$ cat config.mk
export PLATFORM = sky130hd
export DESIGN_NAME = julia_escape_time
export DESIGN_NICKNAME = d
export VERILOG_FILES = /design/src/sv/jet_pkg.sv /design/src/sv/julia_escape_time.sv
export SDC_FILE = /design/constraint.sdc
export NUM_CORES = 2
export LEC_CHECK = 0
export BUFFER_PORTS_ARGS = -buffer_cell sky130_fd_sc_hd__buf_2
export CORE_MARGIN = 4
export CORE_UTILIZATION = 40
export DETAILED_ROUTE_END_ITERATION = 12
export SLEW_MARGIN = 20
export SYNTH_ARGS = -nofsm -noshare
export SYNTH_HDL_FRONTEND = slang
export SYNTH_SLANG_ARGS = --single-unit
$ cat constraint.sdc
create_clock -name clk -period 28.4 [get_ports clk]
set_input_delay 2.84 -clock clk [delete_from_list [all_inputs] [get_ports clk]]
set_output_delay 2.84 -clock clk [all_outputs]
set_load 0.02 [all_outputs]
$ cat src/sv/jet_pkg.sv
// Shared types and constants for the Julia escape-time block.
// No dependencies; imported by julia_escape_time.
package jet_pkg;

  localparam int FracBitsDefault     = 28;
  localparam int MaxIterBoundDefault = 1024;

  localparam int CfgIdxW  = 2;
  localparam int CfgDataW = 31;
  localparam int CountW   = 11;

  localparam logic [CfgIdxW-1:0] REG_C_REAL          = 2'd0;
  localparam logic [CfgIdxW-1:0] REG_C_IMAG          = 2'd1;
  localparam logic [CfgIdxW-1:0] REG_ITERATION_LIMIT = 2'd2;

  localparam logic [CountW-1:0] LimitReset = 11'd250;

  typedef struct packed {
    logic signed [31:0] start_real;
    logic signed [31:0] start_imag;
  } in_t;

  typedef struct packed {
    logic [CountW-1:0] escape_count;
    logic              escaped;
  } out_t;

  typedef enum logic [2:0] {
    S_IDLE,
    S_MUL_XX,
    S_MUL_YY,
    S_MUL_XY,
    S_UPDATE
  } state_t;

endpackage

$ cat src/sv/julia_escape_time.sv
// Julia set escape-time engine: one shared 32x32 multiplier under a small sequencer.
// Depends on jet_pkg (payload structs, register indexes, state enum).
//
// Usage:
//   Input: present z0 on in_data and raise start; the transfer happens at a clock
//   edge with start high and busy low. busy stays high while the point iterates.
//   Output: out_valid pulses for one cycle with out_data (escape_count, escaped).
//   The receiver cannot stall; it must take the result in that cycle.
//   Config: cfg_we/cfg_idx/cfg_wdata write c_real (0), c_imag (1) and
//   iteration_limit (2); other indexes are ignored. Write only while idle.
// Operation:
//   Each iteration runs three products through the one multiplier
//   (x*x, y*y, x*y) and an update step that forms the new z and tests the
//   magnitude of the previous update. A zero limit answers from idle with
//   escape_count 0 and escaped low, without iterating. The block takes no new
//   point until the current result is out, as busy stays high meanwhile.
// Reset:
//   Synchronous active-low rst_n returns the sequencer to idle, drops out_valid
//   and restores c = 0 and iteration_limit = 250.
module julia_escape_time #(
  parameter int FRAC_BITS      = jet_pkg::FracBitsDefault,
  parameter int MAX_ITER_BOUND = jet_pkg::MaxIterBoundDefault
) (
  input  logic                         clk,
  input  logic                         rst_n,
  input  logic                         start,
  output logic                         busy,
  input  jet_pkg::in_t                 in_data,
  output logic                         out_valid,
  output jet_pkg::out_t                out_data,
  input  logic                         cfg_we,
  input  logic [jet_pkg::CfgIdxW-1:0]  cfg_idx,
  input  logic [jet_pkg::CfgDataW-1:0] cfg_wdata
);
  import jet_pkg::*;

  // Escape threshold 4 in Q(2*FRAC_BITS); unreachable when it needs 64+ bits.
  localparam int          ThrShift = 2 * FRAC_BITS + 2;
  localparam bit          Reach    = (ThrShift < 64);
  localparam logic [63:0] Thresh   = Reach ? (64'd1 << ThrShift) : 64'd0;

  localparam logic signed [63:0] Sat32Max = 64'sd2147483647;
  localparam logic signed [63:0] Sat32Min = -64'sd2147483648;

  // config registers
  logic signed [30:0]  c_real_r, c_imag_r;
  logic [CountW-1:0]   limit_r;

  // sequencer and datapath
  state_t              state_r, state_nxt;
  logic signed [31:0]  x_r, x_nxt, y_r, y_nxt;
  logic signed [63:0]  prod_r, prod_nxt;
  logic signed [63:0]  xx_r, xx_nxt, yy_r, yy_nxt;
  logic [CountW-1:0]   k_r, k_nxt;
  logic [CountW-1:0]   lim_r, lim_nxt;
  logic                first_r, first_nxt;
  logic                out_valid_r, out_valid_nxt;
  out_t                out_data_r, out_data_nxt;

  logic signed [31:0]  mul_a, mul_b;
  logic signed [63:0]  diff, nx_wide, ny_wide;
  logic signed [31:0]  nx_sat, ny_sat;
  logic [63:0]         mag;
  logic                escape_hit, last_iter, in_xfer;
  logic [CountW-1:0]   limit_eff;

  assign busy      = (state_r != S_IDLE);
  assign in_xfer   = start && !busy;
  assign out_valid = out_valid_r;
  assign out_data  = out_data_r;

  // Limit clamp against the build-time bound.
  assign limit_eff = (32'(limit_r) > 32'(MAX_ITER_BOUND)) ? CountW'(MAX_ITER_BOUND) : limit_r;

  // Shared multiplier; operands chosen by the sequencer, product registered.
  always_comb begin
    unique case (state_r)
      S_MUL_YY: begin
        mul_a = y_r;
        mul_b = y_r;
      end
      S_MUL_XY: begin
        mul_a = x_r;
        mul_b = y_r;
      end
      default: begin
        mul_a = x_r;
        mul_b = x_r;
      end
    endcase
  end
  assign prod_nxt = mul_a * mul_b;

  // Update math: in S_UPDATE, xx_r/yy_r hold x^2/y^2 and prod_r holds x*y.
  assign diff    = xx_r - yy_r;
  assign nx_wide = (diff >>> FRAC_BITS) + 64'(c_real_r);
  assign ny_wide = (prod_r >>> (FRAC_BITS - 1)) + 64'(c_imag_r);
  assign nx_sat  = (nx_wide > Sat32Max) ? 32'(Sat32Max) :
                   (nx_wide < Sat32Min) ? 32'(Sat32Min) : 32'(nx_wide);
  assign ny_sat  = (ny_wide > Sat32Max) ? 32'(Sat32Max) :
                   (ny_wide < Sat32Min) ? 32'(Sat32Min) : 32'(ny_wide);

  // Squares of the current z are the magnitude of the previous update.
  assign mag        = 64'(xx_r) + 64'(yy_r);
  assign escape_hit = Reach && (mag > Thresh);
  assign last_iter  = (({1'b0, k_r} + (CountW+1)'(1)) == {1'b0, lim_r});

  // Next state
  always_comb begin
    state_nxt = state_r;
    unique case (state_r)
      S_IDLE: begin
        if (in_xfer && (limit_eff != '0)) state_nxt = S_MUL_XX;
      end
      S_MUL_XX: state_nxt = S_MUL_YY;
      S_MUL_YY: state_nxt = S_MUL_XY;
      S_MUL_XY: state_nxt = S_UPDATE;
      S_UPDATE: begin
        if (!first_r && (escape_hit || last_iter)) state_nxt = S_IDLE;
        else                                       state_nxt = S_MUL_XX;
      end
      default: state_nxt = S_IDLE;
    endcase
  end

  // Datapath and result
  always_comb begin
    x_nxt         = x_r;
    y_nxt         = y_r;
    xx_nxt        = xx_r;
    yy_nxt        = yy_r;
    k_nxt         = k_r;
    lim_nxt       = lim_r;
    first_nxt     = first_r;
    out_valid_nxt = 1'b0;
    out_data_nxt  = out_data_r;
    unique case (state_r)
      S_IDLE: begin
        if (in_xfer) begin
          x_nxt     = in_data.start_real;
          y_nxt     = in_data.start_imag;
          k_nxt     = '0;
          lim_nxt   = limit_eff;
          first_nxt = 1'b1;
          if (limit_eff == '0) begin
            out_valid_nxt             = 1'b1;
            out_data_nxt.escape_count = '0;
            out_data_nxt.escaped      = 1'b0;
          end
        end
      end
      S_MUL_YY: xx_nxt = prod_r;
      S_MUL_XY: yy_nxt = prod_r;
      S_UPDATE: begin
        if (!first_r && escape_hit) begin
          out_valid_nxt             = 1'b1;
          out_data_nxt.escape_count = k_r;
          out_data_nxt.escaped      = 1'b1;
        end else if (!first_r && last_iter) begin
          out_valid_nxt             = 1'b1;
          out_data_nxt.escape_count = lim_r;
          out_data_nxt.escaped      = 1'b0;
        end else begin
          // apply update for the next iteration index
          x_nxt     = nx_sat;
          y_nxt     = ny_sat;
          first_nxt = 1'b0;
          if (!first_r) k_nxt = k_r + CountW'(1);
        end
      end
      default: ;
    endcase
  end

  always_ff @(posedge clk) begin
    if (!rst_n) begin
      state_r     <= S_IDLE;
      out_valid_r <= 1'b0;
      c_real_r    <= '0;
      c_imag_r    <= '0;
      limit_r     <= LimitReset;
    end else begin
      state_r     <= state_nxt;
      out_valid_r <= out_valid_nxt;
      if (cfg_we) begin
        unique case (cfg_idx)
          REG_C_REAL:          c_real_r <= cfg_wdata;
          REG_C_IMAG:          c_imag_r <= cfg_wdata;
          REG_ITERATION_LIMIT: limit_r  <= cfg_wdata[CountW-1:0];
          default: ;
        endcase
      end
    end
  end

  // payload, no reset
  always_ff @(posedge clk) begin
    x_r        <= x_nxt;
    y_r        <= y_nxt;
    prod_r     <= prod_nxt;
    xx_r       <= xx_nxt;
    yy_r       <= yy_nxt;
    k_r        <= k_nxt;
    lim_r      <= lim_nxt;
    first_r    <= first_nxt;
    out_data_r <= out_data_nxt;
  end

endmodule
==> impl_metrics.yaml <==
min_path:
  min-delay-start: "prod_r[13]$_DFF_P_"
  hp-class: "reg2reg"
  hold-path-cell-count: 0
  timing.hold.worst_endpoint: "xx_r[13]$_DFFE_PN_"
synthesis:
  synthesis_warnings: 0
  ys.flop_type: "edfxtp_1"
  syn_area_mm2: 0.06008
  yosys.area.top_type: "fa_1"
  yosys-top-cells-count: "inv_1, fa_1, nand2_1, nor2_1, ha_1"
  number_of_enable_type_register_cells_in_the_synthesized_netlist: 227
  post_synthesis_sequential_element_count: 368
  synth.avg_cell_area_um2: 9.096
  synthMostInstantiatedCell: "inv_1"
  syn_nets: 8175
  synth.yosys.seq_area_share: 0.1604
  synthCells: 6605
  synth_area_leaders: "fa_1, edfxtp_1, ha_1"
  synth_cell_types: 99
  synth_async_sr_flop_share: 0
  synth_largest_type_area_fraction: 0.3615
setup_path:
  endpoint_kind: "flop"
  cpMaxStageDelayCell: "mux2i_4"
  critPathMostFrequentCell: "fa_1"
  worstPathRequired_ns: 28.95
  crit-reg2reg-capture: "prod_r[62]$_DFF_P_"
  rr_startpoint: "state_r[1]$_SDFFE_PN0P_"
  setup.worst_path.start_class: "flop"
  cp_max_fo: 55
  critical_path_arrival_ns: 12.68
  r2r.worst_path.cells: 31
  worst-setup-path-type: "reg2reg"
  critical-path-max-stage-delay_ns: 1.12
  reg2reg_slack_ns: 16.27
clock_network:
  path_clk_slew_ns: 0.06
  cts_max_level: 2
  cts.sinks: 368
  tritoncts: "done"
  cts_buffers: 40
  ctsLongestPathBuffers: 3
  postCtsResizedCells: 0
  postCtsSetupRepairBufs: 0
  insertion_delay_ns: 0.63
  cts.root.buffer_cell: "clkbuf_16"
  cts_hold_buf: 0
die:
  die-height_um: 395.6
  core_region_mm2: 0.1485
  io_pins: 115
  initial_util: 0.4044
  num_rows: 141
  die_width_um: 395.6
  die_area_mm2: 0.1565
sta:
  final-hold-violation-count: 0
  max_freq_ghz: 0.08244
  layout_min_cycle_time_ns: 12.13
  worst_pin_slew_ns: 1.238
  report.final.setup_viol: 0
  finClkSkew_ns: 0.06365
  rsz0062_at_grt: "no"
  timing.final.max_slew_violations: 0
  fin_setup_tns_ns: 0
  worst_slew_margin_rel: 0.1572
  timing.final.crit_share: 0.4271
route:
  route.detailed.vias_per_inst: 5.662
  num_vias: 48900
  initial_drt_pass_iterations: 6
  ant_nets: 0
  wl_mm: 218.8
  drt_iter0_markers: 4675
  post_drt_wl_per_cell_um: 25.34
  post-route-drc-count: 0
placement:
  finalWeightedCongestion: 0.9957
  place_hpwl_mm: 174.1
  port_buffers: 114
grt:
  grt_pass1_wl_mm: 324.5
  antenna_found_initial: 21
  grt_use_total: 0.2766
  grt_overflow_total: 0
  grt_pass1_vias: 50550
  largest_net_degree_at_the_start_of_global_routing: 79
run_status:
  status: "complete, no violations"
cells_and_area:
  area_growth_syn_to_layout_pct: 7.599
  post_route_cells_drive_above_1_share: 0.06858
  nNetsFinal: 8158
job:
  timing.max_cap.violations: 0
-- per-stage QoR --
stage                     worst slack [ns]  instances  utilization  area, µm²  hold WS, ns
after floorplan                      17.06       6605            -      60080       0.4037
after global placement               16.74       8548       0.4253      63170       0.4065
after detailed placement             16.59       8548       0.4253      63180       0.4111
after CTS                            16.58       8622       0.4349      64600       0.3996
after global routing                 15.98       8622       0.4349      64610       0.4157
final                                16.27       8636       0.4352      64640       0.4099
-- per-layer routing --
metal  share of wire  vias up  track usage
li1                -    21200            -
met4           0.060        8       0.1366
met1            0.41    24910       0.3684
met5         0.00021        -            0
met3           0.088      533      0.05014
met2            0.45     2244       0.4350
-- cells in the final DEF (no fill, tap or decap), types with 28 or more instances in the layout --
master / instances
a2111oi_0: 28
a21boi_0: 76
a21o_1: 76
a21oi_1: 229
a22oi_1: 34
a31oi_1: 28
buf_2: 114
buf_4: 103
clkbuf_16: 40
dfxtp_1: 141
edfxtp_1: 227
fa_1: 1085
ha_1: 384
inv_1: 1101
mux2_2: 57
mux2i_1: 32
mux2i_2: 31
nand2_1: 819
nand2b_1: 53
nand3_1: 61
nand4_1: 58
nor2_1: 796
nor2b_1: 55
nor3_1: 55
nor4_1: 62
o21ai_0: 155
o21bai_1: 35
o22ai_1: 39
o31ai_1: 31
xnor2_1: 143
xor2_1: 49
-- logic make-up (layout without fill, tap and decap cells) --
family | count (synthesis) | after routing | share of synthesized area
buffers and inverters | 1380 | 1395 | 0.08683
xor gates and xnor gates | 192 | 192 | 0.02799
adders and majority gates | 1469 | 1469 | 0.4415
and+or+nand+nor | 2122 | 2122 | 0.1543
muxes | 132 | 132 | 0.02320
other | 0 | 14 | 0
DFF | 368 | 368 | 0.1604
AOI/OAI and AO/OA | 942 | 942 | 0.1057
-- critical path, delay by kind of cell (launching register included) --
kind	cells	cell delay [ns]
buffers and inverters	5	1.81
muxes	1	1.12
AOI/OAI and AO/OA	9	3.01
xor gates and xnor gates	1	0.13
DFF	1	0.45
adders and majority gates	9	4.19
and+or+nand+nor	6	1.26
-- worst max-delay path by stage --
stage                    endpoint                    start  depth (start not counted)  slack (ns)
2_1_floorplan  prod_r[63]$_DFF_P_  state_r[1]$_SDFFE_PN0P_                         33       17.06
3_3_place_gp   prod_r[62]$_DFF_P_  state_r[1]$_SDFFE_PN0P_                         31       16.74
3_5_place_dp   prod_r[62]$_DFF_P_  state_r[1]$_SDFFE_PN0P_                         31       16.59
4_1_cts        prod_r[62]$_DFF_P_  state_r[1]$_SDFFE_PN0P_                         31       16.58
5_1_grt        prod_r[63]$_DFF_P_  state_r[1]$_SDFFE_PN0P_                         31       15.98
6_report       prod_r[62]$_DFF_P_  state_r[1]$_SDFFE_PN0P_                         31       16.27
-- cell type report --
| type | count | area [µm²] |
|---|---|---|
| Inverter | 1104 | 4144 |
| Clock inverter | 25 | 360.3 |
| Tap cell | 2002 | 2505 |
| Antenna cell | 14 | 35.03 |
| Sequential cell | 368 | 9639 |
| Multi-Input combinational cell | 4857 | 45550 |
| Fill cell | 14770 | 83900 |
| Timing Repair Buffer | 217 | 1344 |
| Clock buffer | 49 | 1065 |
-- state kept, by name (all words and copies together), names as in the netlist, 12 cells and up --
signal,cells
prod_r,64
xx_r,64
yy_r,64
x_r,32
y_r,32
c_imag_r,31
c_real_r,31
out_data,12
Power is not shown: default switching activity piles up to over one toggle a cycle in this logic, so the estimate is an artifact.
